<file path="src/rtl/kbc_pkg.sv">
// Shared types and constants for the keyed buffer cipher engine.
// No dependencies; imported by every module of the block.
package kbc_pkg;

    localparam int KEY_BYTES = 1024;
    localparam int KEY_AW    = 10;
    localparam int TBL_AW    = 16;

    // request kinds carried on tuser
    localparam logic [2:0] REQ_KEY_WR = 3'd0;
    localparam logic [2:0] REQ_BUILD  = 3'd1;
    localparam logic [2:0] REQ_BUF_WR = 3'd2;
    localparam logic [2:0] REQ_RUN    = 3'd3;
    localparam logic [2:0] REQ_BUF_RD = 3'd4;

    // configuration register indexes
    localparam logic CFG_ROUNDS = 1'b0;
    localparam logic CFG_MODE   = 1'b1;

    // pass operations
    localparam logic [1:0] OP_XOR  = 2'd0;
    localparam logic [1:0] OP_SUB  = 2'd1;
    localparam logic [1:0] OP_ROTL = 2'd2;
    localparam logic [1:0] OP_ROTR = 2'd3;

    typedef struct packed {
        logic                 we;
        logic [TBL_AW-1:0]    fwd_addr;
        logic [7:0]           fwd_data;
        logic [TBL_AW-1:0]    inv_addr;
        logic [7:0]           inv_data;
    } t_tbl_wr;

endpackage

</file>
<file path="src/rtl/kbc_builder.sv">
// Table build engine: walks the key store and fills both permutation tables.
// Depends on kbc_pkg; one key read per entry, one free-slot probe per cycle.
module kbc_builder import kbc_pkg::*; (
    input  logic              i_clk,
    input  logic              i_rst_n,
    input  logic              i_start,
    output logic [KEY_AW-1:0] o_key_addr,
    input  logic [7:0]        i_key_data,
    output t_tbl_wr           o_wr,
    output logic              o_done
);

    localparam logic [2:0] B_IDLE  = 3'd0;
    localparam logic [2:0] B_K1    = 3'd1;
    localparam logic [2:0] B_K2    = 3'd2;
    localparam logic [2:0] B_K3    = 3'd3;
    localparam logic [2:0] B_RD    = 3'd4;
    localparam logic [2:0] B_CALC  = 3'd5;
    localparam logic [2:0] B_PROBE = 3'd6;

    logic [2:0]        r_state;
    logic [7:0]        r_c;
    logic [7:0]        r_f;
    logic [7:0]        r_n;
    logic [7:0]        r_m;
    logic [KEY_AW-1:0] r_kp;
    logic [255:0]      r_used;
    logic              r_done;
    logic [7:0]        x_val;

    always_comb begin
        case (r_state)
            B_K1:    o_key_addr = KEY_AW'(KEY_BYTES - 1);
            B_K2:    o_key_addr = '0;
            default: o_key_addr = r_kp;
        endcase
    end

    always_comb begin
        if (r_n[0])
            x_val = r_c + i_key_data + 8'd1;
        else
            x_val = r_c - i_key_data + 8'd129;
    end

    always_comb begin
        o_wr.we       = (r_state == B_PROBE) && !r_used[r_f];
        o_wr.fwd_addr = {r_n, r_m};
        o_wr.fwd_data = r_f;
        o_wr.inv_addr = {r_n, r_f};
        o_wr.inv_data = r_m;
    end

    always_ff @(posedge i_clk) begin
        if (!i_rst_n) begin
            r_state <= B_IDLE;
            r_done  <= 1'b0;
        end else begin
            r_done <= 1'b0;
            case (r_state)
                B_IDLE: if (i_start) r_state <= B_K1;
                B_K1:   r_state <= B_K2;
                B_K2: begin
                    r_c     <= i_key_data;
                    r_state <= B_K3;
                end
                B_K3: begin
                    r_c     <= r_c + i_key_data + 8'd129;
                    r_n     <= '0;
                    r_m     <= '0;
                    r_kp    <= '0;
                    r_used  <= '0;
                    r_state <= B_RD;
                end
                B_RD: r_state <= B_CALC;
                B_CALC: begin
                    r_c     <= r_n ^ x_val;
                    r_f     <= r_n ^ x_val;
                    r_state <= B_PROBE;
                end
                B_PROBE: begin
                    if (r_used[r_f]) begin
                        r_f <= r_f + 8'd1;
                    end else begin
                        r_used[r_f] <= 1'b1;
                        r_kp        <= r_kp + KEY_AW'(1);
                        r_m         <= r_m + 8'd1;
                        r_state     <= B_RD;
                        if (r_m == 8'hff) begin
                            r_used <= '0;
                            r_n    <= r_n + 8'd1;
                            if (r_n == 8'hff) begin
                                r_done  <= 1'b1;
                                r_state <= B_IDLE;
                            end
                        end
                    end
                end
                default: r_state <= B_IDLE;
            endcase
        end
    end

    assign o_done = r_done;

endmodule
</file>
<file path="config.mk">
export PLATFORM = sky130hd
export DESIGN_NAME = kbc_builder
export DESIGN_NICKNAME = d
export VERILOG_FILES = /design/src/rtl/kbc_pkg.sv /design/src/rtl/kbc_builder.sv
export SDC_FILE = /design/constraint.sdc
export NUM_CORES = 1
export LEC_CHECK = 0
export ABC_AREA = 0
export BUFFER_PORTS_ARGS = -buffer_cell sky130_fd_sc_hd__buf_4
export CAP_MARGIN = 20
export CORE_MARGIN = 8
export CORE_UTILIZATION = 30
export DETAILED_ROUTE_END_ITERATION = 16
export GPL_TIMING_DRIVEN = 0
export PLACE_DENSITY = 0.43
export RECOVER_POWER = 25
export SYNTH_ARGS = -nofsm -noshare
export SYNTH_HDL_FRONTEND = slang
export SYNTH_SLANG_ARGS = --single-unit
</file>
<file path="constraint.sdc">
create_clock -name i_clk -period 22.5 [get_ports i_clk]
set_clock_uncertainty 0.1 [all_clocks]
set_input_delay 1.125 -clock i_clk [delete_from_list [all_inputs] [get_ports i_clk]]
set_output_delay 1.125 -clock i_clk [all_outputs]
set_load 0.02 [all_outputs]
</file>
Word-level counts from Yosys, hierarchy flattened
Index checks and enable logic that the tools add are counted.
{"block": "totals", "regBits": 302, "latch_bits": 0, "ram_bits": 0, "mem_bits_ro": 0, "inputBits": 11, "output_inout_bits": 60, "word_cells": 74, "n_memories": 0}
{"block": "op_classes", "n_addsub": 9, "n_mul": 0, "div": 0, "n_lt_le_gt_ge": 2, "eq_ne": 12, "shifts": 0, "n_mux": 25, "bitwise_logic": 5, "n_reduce_logical": 13}
{"operator": "256-bit 2-to-1 mux", "n": 2}
{"operator": "256-bit case mux with 2 select lines", "n": 1}
{"operator": "256-bit OR", "n": 1}
{"operator": "8-bit case mux with 2 select lines", "n": 3}
{"operator": "8-bit 2-to-1 mux", "n": 5}
{"operator": "10-bit case mux with 2 select lines", "n": 2}
{"operator": "8-bit by 1-bit adder with 8-bit output (second input constant)", "n": 4}
{"operator": "8-bit case mux with 3 select lines", "n": 1}
{"operator": "3-bit case mux with 7 select lines", "n": 1}
{"operator": "8-bit adder (second input constant)", "n": 2}
{"operator": "8-bit == test (second input constant)", "n": 2}
{"operator": "3-bit 2-to-1 mux", "n": 4}
{"operator": "10-bit by 1-bit adder with 10-bit output (second input constant)", "n": 1}
{"operator": "10-bit 2-to-1 mux", "n": 1}
{"operator": "3-bit == test (second input constant)", "n": 3}
{"operator": "8-bit by 9-bit < comparator with 1-bit output (second input constant)", "n": 1}
{"operator": "8-bit adder", "n": 1}
{"operator": "1-bit binary-select mux with 8-bit select", "n": 1}
{"operator": "1-bit demux with 8-bit select", "n": 1}
{"operator": "8-bit by 1-bit greater-or-equal comparator with 1-bit output (second input constant)", "n": 1}
{"operator": "8-bit subtractor", "n": 1}
{"operator": "8-bit XOR", "n": 1}
{"operator": "3-bit by 2-bit == test with 1-bit output (second input constant)", "n": 2}
{"operator": "3-bit AND reduction", "n": 2}
{"operator": "13 further kinds", "n": 22}

Longest topological paths before layout
Gate-level depths: netlist of the first run.
{"block": "depth", "word_depth": 8, "ltp_mapped": 13, "depth_no_buf": 13}

Least setup slack after synthesis of the first run
No wires, ideal clock.
{"block": "synth_path", "path_type": "register to register", "from": "register r_f[1]", "to": "register r_kp[0] (enable)", "setup_ps": 1288, "arrival_ps": 21801, "required_time_ps": 21112, "setup_slack_ps": -689, "stages_incl_launch_ff": 11, "n_path_buf": 3, "cell_sequence": "edfxtp_1 > buf_2 > buf_4 > buf_2 > mux4_2 > nand3_1 > nand4_1 > or3_1 > nor4_1 > nand4_1 > o21ai_0"}
{"block": "synth_between", "elab_chain_len": 4}
{"item": "from (decl)", "line_no": "kbc_builder.sv:23", "rtl": "logic [7:0] r_f;"}
{"item": "from (signal assigned)", "line_no": "kbc_builder.sv:78", "rtl": "r_f <= r_n ^ x_val;"}
{"item": "from (signal assigned)", "line_no": "kbc_builder.sv:83", "rtl": "r_f <= r_f + 8'd1;"}
{"item": "1-bit binary-select mux with 8-bit select", "line_no": "kbc_builder.sv:82", "rtl": "if (r_used[r_f]) begin"}
{"item": "1-bit 2-to-1 mux (implied by the code)", "line_no": "kbc_builder.sv:82"}
{"item": "2-bit inequality test (no line)"}
{"item": "3-bit AND reduction (no line)"}
{"item": "to (signal assigned)", "line_no": "kbc_builder.sv:86", "rtl": "r_kp <= r_kp + KEY_AW'(1);"}
{"item": "to (decl)", "line_no": "kbc_builder.sv:26", "rtl": "logic [KEY_AW-1:0] r_kp;"}
Every way passes these cells. The select of a mux whose other input is x is not followed.
A chain may end at the register's enable or synchronous reset.

==> results of run 1 <==
-- power by group --
part	internal [mW]	switching [mW]	leakage (nW)
Clock	0.339	0.251	0.563
Sequential	0.636	0.0111	2.58
Combinational	0.0586	0.0981	3.52
Total	1.03	0.360	6.66
-- layout by cell type, fill, tap and decap left out, drive strengths merged, types with 4 or more instances in the layout --
| master | instances |
|---|---|
| a21o | 4 |
| a21oi | 282 |
| a221oi | 4 |
| a22oi | 14 |
| and2 | 9 |
| and3 | 26 |
| and4b | 4 |
| buf | 79 |
| clkbuf | 220 |
| clkinv | 13 |
| dfxtp | 4 |
| edfxtp | 298 |
| ha | 28 |
| inv | 23 |
| mux2 | 4 |
| mux2i | 24 |
| mux4 | 53 |
| nand2 | 58 |
| nand3 | 33 |
| nand3b | 5 |
| nand4 | 11 |
| nor2 | 314 |
| nor2b | 14 |
| nor3 | 14 |
| nor4 | 5 |
| nor4bb | 4 |
| o2111ai | 5 |
| o211ai | 7 |
| o21ai | 33 |
| or2 | 4 |
| or3 | 8 |
| xnor2 | 15 |
| xor2 | 23 |
-- layer usage --
metal | up-vias | wire length, µm | GRT usage
li1 | 5955 | - | -
met1 | 6590 | 27400 | 0.266
met2 | 465 | 27300 | 0.292
met3 | 76 | 3820 | 0.0248
met4 | 0 | 1210 | 0.0458
met5 | - | 0 | 0
-- worst paths after layout --
path                            cells past startpoint                   endpoint  slack [ns]
worst max-delay path                               11                   o_wr[48]       14.16
worst min-delay path                                2  r_used[158]$_SDFFCE_PP0P_        0.46
worst max register to register                     13   r_used[78]$_SDFFCE_PP0P_       14.59
worst min register to register                      2  r_used[158]$_SDFFCE_PP0P_        0.46
-- cells by family (layout without fill, tap and decap cells) --
group,count (synthesis),in the layout,synth area share
AO/OA/AOI/OAI,393,393,0.134
buffers and inverters,179,337,0.0493
XOR/XNOR,40,40,0.0227
flip-flops,302,302,0.540
adder cells (fa/ha/maj),30,30,0.0233
multiplexers,81,81,0.0884
AND/OR/NAND/NOR,526,526,0.143
-- registers in the layout, summed over array words and instances (netlist names) --
signal / count
r_m: 8
o_done: 1
r_used: 256
r_c: 8
r_kp: 10
r_n: 8
r_state: 3
r_f: 8
-- cell usage after synthesis, types with 9 or more instances --
master and n:
inv_1 22, buf_2 12, nand2_1 58, nand4_1 11
ha_1 28, mux2i_1 24, xnor2_1 15, mux4_2 53
nor2b_1 14, nand3_1 33, a22oi_1 14, xor2_1 23
and2_1 9, nor2_1 314, clkbuf_1 103, a21oi_1 282
edfxtp_1 298, o21ai_0 33, buf_4 29, and3_1 24
nor3_1 13
-- tightest hold or removal path, cell delays in order (launching register included) --
cell,delay (ns)
edfxtp_1,0.34
a21oi_1,0.04
nor2_1,0.07
-- layout make-up --
type / count / area [µm²]
flip-flops and latches: 302 / 9030
fillers: 5677 / 35500
clock buffers: 55 / 1060
repair buffers: 88 / 717
multi-input cells: 1070 / 6900
inverters: 23 / 86.3
plain buffers: 156 / 716
clock inverters: 15 / 109
well taps: 748 / 936
-- through the flow --
step / instance area, µm² / hold slack [ns]
finish: 19600 / 0.464
global placement: 18200 / 0.446
floorplan: 16700 / 0.429
CTS: 19700 / 0.470
global route: 19600 / 0.486
detailed placement: 18500 / 0.454
==> results.toml, run 1 <==
[synth]
avgSynthCellArea_um2 = 10.8
synthDominantCellAreaShare = 0.535
synth_area_mm2 = 0.0167
netlist.top_cell.by_area = "edfxtp_1"
syn_nets = 1592
ys_ff_latch = 302
synth_area_leaders = "edfxtp_1 (53%), a21oi_1 (8.4%), mux4_2 (7.1%)"
synth_edf_count = 298
synth_cell_types = 79
synthCells = 1551
dominantRegCellSynth = "edfxtp_1"
ys_warn_count = 0
async_flop_share = 0
yosysSeqAreaShare = 0.540

[clock_network]
root_buffer = "clkbuf_16"
path_clk_slew_ns = 0.06
htree_levels = 2
cts_sinks = 302
clk_latency_ns = 0.56
numCtsBuffers = 39
clk_path_buf_depth = 3
cts_resized = 0
cts_tree = "done"
holdBufCountCts = 0
cts_setup_buffers = 0

[layout]
drive_gt1_frac = 0.128
final_nets = 1721
final_core_util = 0.355
area_growth_pct = 16.8
layout.cells.non_filler = 2457
n_antenna_cell = 0

[grt]
grt_pass1_wl_um = 88300
antenna_found_initial = 0
track_usage = 0.185
grt_overflow = 0
grt_max_degree = 30
grt_pass1_vias = 12700

[timing]
setup_tns_ns = 0
setup_violations = 0
period_minus_slack_ns = 8.34
fin_crit_sh = 0.371
rsz0062_at_grt = "false"
setup_slack_ns = 14.16
worst_slew_pin_slew_ns = 1.34
relSlewSlack = 0.104
max_freq_mhz = 120
hold_violations = 0
slew_violations = 0

[detailed_routing]
drt_wl_total_um = 59700
drtIter0Drc = 1317
post-route-drc-count = 0
vias_per_cell = 5.33
wl_per_cell_um = 24.3
antenna_left = 0
dr.pass1.iters = 7
vias = 13100

[setup_path]
critPathKind = "register to output port"
startpoint = "r_f[0]$_DFFE_PP_"
cp_common_cell = "clkbuf_1"
r2r-start = "r_f[0]$_DFFE_PP_"
critical_path.top_delay_family = "buffers and inverters"
arrival_ns = 7.11
cp-start-kind = "register"
cp_slowest_cell = "clkbuf_1"
cp-end-kind = "output port"
cp_max_fo = 10
critPathRequiredTime_ns = 21.27
critPathBufInv = 5
worstPathCellList = "clkbuf_1 -> clkbuf_1 -> clkbuf_1 -> clkbuf_1 -> nand3_1 -> o211ai_1 -> nand4_1 -> a2111oi_1 -> nand3_1 -> nor3_1 -> buf_4"
cpPeakStageDelay_ns = 1.05

[floorplan]
dieHeight_um = 252
start_util = 0.304
die_x_um = 252
core_area_mm2 = 0.0551
floorplan.die_area_mm2 = 0.0636
row_count = 86
top_level_ports = 71

[placed_design]
routabilityCongestion = 0.838
io_buffers = 69
dp_cells = 2386
dp_hpwl_um = 40800
place_ws_ns = 16.13

[pwr]
p_leak_nw = 6.66
ir_drop_mv = 0.0399
totalPowerFinal_mw = 1.39
pwr_density_cell_mw_per_mm2 = 71.3

[worst_hold_path]
hp-start = "r_used[158]$_SDFFCE_PP0P_"
min_path_type = "register to register"

[run_status]
status = "completed"

[run]
cap_viol_max_count = 0
No activity file was read; power rests on OpenSTA's default activity.
==> inputs of run 2 (changes only) <==
Clock period 22.5 ns to 6.85 ns, I/O delays scaled along.
==> results.toml, run 2 (synthesis results as in run 1) <==
[run_status]
status = "completed"

[layout]
final_nets = 1720
area_growth_pct = 17.6
n_antenna_cell = 0
top_register = "r_used"
fillers = 5614
drive_gt1_frac = 0.131
reg_top3 = "r_used: 256 flops, r_kp: 10 flops"
largest_reg_flops = 256
fin_area_mm2 = 0.0197
final_cell_mix = "nor2_1 (314), edfxtp_1 (298), a21oi_1 (282), clkbuf_1 (150), nand2_1 (58)"
final_common_cell = "nor2_1"

[setup_path]
cpPeakStageDelay_ns = 0.84
cp_max_fo = 26
worstPathCellList = "clkbuf_1 -> clkbuf_1 -> mux4_2 -> o2111ai_1 -> nand4_1 -> nor4_2 -> nand4_1 -> o21ai_4 -> buf_12 -> buf_16 -> buf_12 -> buf_12"
cp_common_cell = "buf_12"
critPathRequiredTime_ns = 6.99
arrival_ns = 6.38
rrSetupSlack_ns = 0.61
cp_slowest_cell = "edfxtp_1"
cp-end-kind = "register"
cp-start-kind = "register"
critPathKind = "register to register"

[timing]
setup_slack_ns = 0.610
slew_violations = 0
rsz0062_at_grt = "false"
setup_violations = 0
worst_slew_pin_slew_ns = 1.16
hold_violations = 0
max_freq_mhz = 160
fin_crit_sh = 0.911
period_minus_slack_ns = 6.24
relSlewSlack = 0.224

[placed_design]
io_buffers = 69
routabilityCongestion = 0.816
place_ws_ns = 0.910
dpl_cell_area_mm2 = 0.0186
dp_hpwl_um = 40200

[grt]
antenna_found_initial = 0
grt_pass1_vias = 12600
track_usage = 0.182
grt_max_degree = 29
grt_pass1_wl_um = 86500
grt_overflow = 0

[clock_network]
cts_tree = "done"
htree_levels = 2
cts_setup_buffers = 0
cts_sinks = 302
holdBufCountCts = 0
path_clk_slew_ns = 0.06
clk_latency_ns = 0.56
root_buffer = "clkbuf_16"
clk_path_buf_depth = 3
numCtsBuffers = 38
cts_resized = 0

[detailed_routing]
drt_wl_total_um = 59100
antenna_left = 0
dr.pass1.iters = 6
vias = 13000
drtIter0Drc = 1287
wl_per_cell_um = 24.1
post-route-drc-count = 0
vias_per_cell = 5.28

[floorplan]
row_count = 86
start_util = 0.304
die_x_um = 252
core_area_mm2 = 0.0551
floorplan.die_area_mm2 = 0.0636
dieHeight_um = 252
top_level_ports = 71

[pwr]
p_leak_nw = 6.72
ir_drop_mv = 0.134
pwr_density_cell_mw_per_mm2 = 236

[run]
cap_viol_max_count = 0

[worst_hold_path]
min_path_type = "primary input to register"
[run 2: changes by cell type in the layout (fill, tap and decap cells not counted), moves of 3 or more]
cell	before	now
clkbuf_1	156	150
buf_16	3	6
buf_4	47	43
buf_2	9	5
buf_8	0	3
clkbuf_8	0	4
clkinv_1	8	5
[run 2: critical path, delay by kind of cell (launching register included)]
kind                   cells  cell delay [ns]
AOI/OAI and AO/OA          2             0.82
buffers and inverters      6             2.43
DFF                        1             0.84
muxes                      1             0.43
and+or+nand+nor            3             1.23
[run 2: power breakdown]
group / internal [mW] / switching, mW / leakage (nW)
logic: 0.186 / 0.324 / 3.55
registers: 2.09 / 0.0356 / 2.58
clock network: 1.19 / 0.812 / 0.595
[run 2: worst paths after layout]
check,from,end,depth (start not counted)
worst max-delay path,r_f[3]$_DFFE_PP_,r_used[76]$_SDFFCE_PP0P_,12
worst min-delay path,i_start,r_state[0]$_SDFFE_PN0P_,3
worst max register to register,r_f[3]$_DFFE_PP_,r_used[76]$_SDFFCE_PP0P_,12
worst min register to register,r_used[146]$_SDFFCE_PP0P_,r_used[146]$_SDFFCE_PP0P_,2
[run 2: through the flow]
| stage | instances | TNS (ns) | utilization | power, mW | hold slack, ns |
|---|---|---|---|---|---|
| 2_1_floorplan | 1551 | -157.73 | - | 2.50 | 0.424 |
| 3_5_place_dp | 2385 | 0 | 0.337 | 2.69 | 0.455 |
| 5_1_grt | 2452 | 0 | 0.357 | 4.82 | 0.0322 |
| 4_1_cts | 2450 | 0 | 0.359 | 4.71 | 0.0000174 |
| 3_3_place_gp | 2368 | -1244.07 | 0.332 | 2.68 | 0.446 |
| 6_report | 2452 | 0 | 0.357 | 4.64 | 0.0296 |
[run 2: cell type report]
| class | instances | area (µm²) | area share |
|---|---|---|---|
| flip-flops and latches | 302 | 9030 | 0.459 |
| multi-input cells | 1070 | 6920 | 0.352 |
| clock buffers | 51 | 1060 | 0.0539 |
| well taps | 748 | 936 | 0.0476 |
| plain buffers | 156 | 774 | 0.0394 |
| repair buffers | 88 | 729 | 0.0371 |
| clock inverters | 14 | 144 | 0.00731 |
| inverters | 23 | 86.3 | 0.00439 |
[run 2: per-layer routing]
layer	GRT usage	vias to the layer above	wire, µm
met5	0	-	0
met2	0.294	449	27400
met4	0.0605	0	1770
li1	-	5969	-
met3	0.0398	86	4300
met1	0.242	6453	25700
==> inputs of run 3 (changes only) <==
Settings changed: PLACE_DENSITY 0.43 to 0.42.
Clock period 6.85 ns to 7.76 ns, I/O delays scaled along.
==> results.toml, run 3 (synthesis results as in run 1) <==
[run_status]
status = "completed"

[timing]
worst_slew_pin_slew_ns = 1.19
fin_crit_sh = 0.895
setup_tns_ns = 0
period_minus_slack_ns = 6.95
setup_slack_ns = 0.812
max_freq_mhz = 144
hold_violations = 0
setup_violations = 0
holdWs_ns = 0.0721
relSlewSlack = 0.206
slew_violations = 0
rsz0062_at_grt = "false"

[detailed_routing]
vias_per_cell = 5.34
drt_wl_total_um = 59600
post-route-drc-count = 0
drtIter0Drc = 1258
vias = 13100
antenna_left = 0
wl_per_cell_um = 24.3
dr.pass1.iters = 5

[grt]
antenna_found_initial = 2
grt_pass1_wl_um = 86600
track_usage = 0.183
grt_max_degree = 30
grt_overflow = 0
grt_pass1_vias = 12400

[pwr]
pwr_density_cell_mw_per_mm2 = 209
swShare = 0.254
totalPowerFinal_mw = 4.09
pwr-share-comb = 0.110
p_leak_nw = 6.66
p_switching_mw = 1.04
clockPowerShare = 0.431
power_frac_seq = 0.458
ir_drop_mv = 0.147
intPower_mw = 3.05

[layout]
final_common_cell = "nor2_1"
area_growth_pct = 17.0
final_nets = 1719
reg_top3 = "r_used: 256 flops, r_kp: 10 flops"
n_antenna_cell = 0
final_cell_mix = "nor2_1 (314), edfxtp_1 (298), a21oi_1 (282), clkbuf_1 (155), nand2_1 (58)"
layout.cells.non_filler = 2453
drive_gt1_frac = 0.126
fillers = 5673
largest_reg_flops = 256
top_register = "r_used"

[clock_network]
cts_setup_buffers = 0
htree_levels = 2
cts_resized = 0
holdBufCountCts = 0
clk_path_buf_depth = 3
cts_sinks = 302
numCtsBuffers = 39
clk_latency_ns = 0.57
path_clk_slew_ns = 0.06
root_buffer = "clkbuf_16"
cts_tree = "done"

[worst_hold_path]
min_path_type = "primary input to register"

[floorplan]
start_util = 0.304
row_count = 86
core_area_mm2 = 0.0551
top_level_ports = 71
floorplan.die_area_mm2 = 0.0636
dieHeight_um = 252
die_x_um = 252

[setup_path]
critPathKind = "register to register"
cp-end-kind = "register"
arrival_ns = 7.10
cp-start-kind = "register"
cpPeakStageDelay_ns = 0.95
critPathRequiredTime_ns = 7.92
worstPathCellList = "clkbuf_1 -> buf_4 -> buf_4 -> inv_1 -> clkbuf_1 -> o2111ai_1 -> nand4_1 -> nor4_1 -> nand4_1 -> o21ai_4 -> buf_16 -> buf_12 -> buf_12 -> buf_12"
critical_path.top_delay_family = "buffers and inverters"
critPathBufInv = 9
cp_max_fo = 29
cp_slowest_cell = "nor4_1"
cp_common_cell = "buf_12"

[run]
cap_viol_max_count = 0

[placed_design]
routabilityCongestion = 0.833
dp_cells = 2384
io_buffers = 69
dp_hpwl_um = 40600
place_ws_ns = 1.11
[run 3: path summary, 6_finish.rpt]
check,slack [ns],end,depth (start not counted),from
worst min-delay path,0.07,r_c[6]$_DFFE_PP_,3,i_key_data[6]
worst max register to register,0.81,r_used[213]$_SDFFCE_PP0P_,14,r_f[0]$_DFFE_PP_
worst min register to register,0.47,r_used[249]$_SDFFCE_PP0P_,2,r_used[249]$_SDFFCE_PP0P_
worst max-delay path,0.81,r_used[213]$_SDFFCE_PP0P_,14,r_f[0]$_DFFE_PP_
[run 3: per-stage QoR]
step                      cell area [µm²]   util
after detailed placement            18500  0.336
after floorplan                     16700      -
after global placement              18200  0.330
after global routing                19600  0.355
final                               19600  0.355
after CTS                           19700  0.358
[run 3: power by group through the flow]
stage	sequential [mW]	clock, mW	combinational, mW
final	1.87	1.76	0.450
after detailed placement	1.91	0	0.466
after global routing	1.88	1.87	0.494
after global placement	1.92	0	0.452
after CTS	1.87	1.81	0.468
after floorplan	1.91	0	0.302
[run 3: tightest hold or removal path, delay by kind of cell]
kind	cells	cell delay [ns]
and+or+nand+nor	1	0.04
AOI/OAI and AO/OA	1	0.08
buffers and inverters	1	0.10
[run 3: final cells by class]
type | instances | area, µm² | area share
tap | 748 | 936 | 0.0478
clock buffer | 53 | 1050 | 0.0536
clock inverter | 15 | 159 | 0.00812
sequential | 302 | 9030 | 0.461
buffer | 156 | 733 | 0.0375
inverter | 23 | 86.3 | 0.00441
multi-input combinational | 1070 | 6900 | 0.352
timing repair buffer | 86 | 681 | 0.0348
[run 3: metal layers]
metal / track usage / wire (µm) / vias to the layer above
li1: - / - / 5952
met1: 0.250 / 26200 / 6597
met2: 0.292 / 27600 / 455
met3: 0.0329 / 4040 / 97
met4: 0.0612 / 1770 / 4
met5: 0 / 26 / -
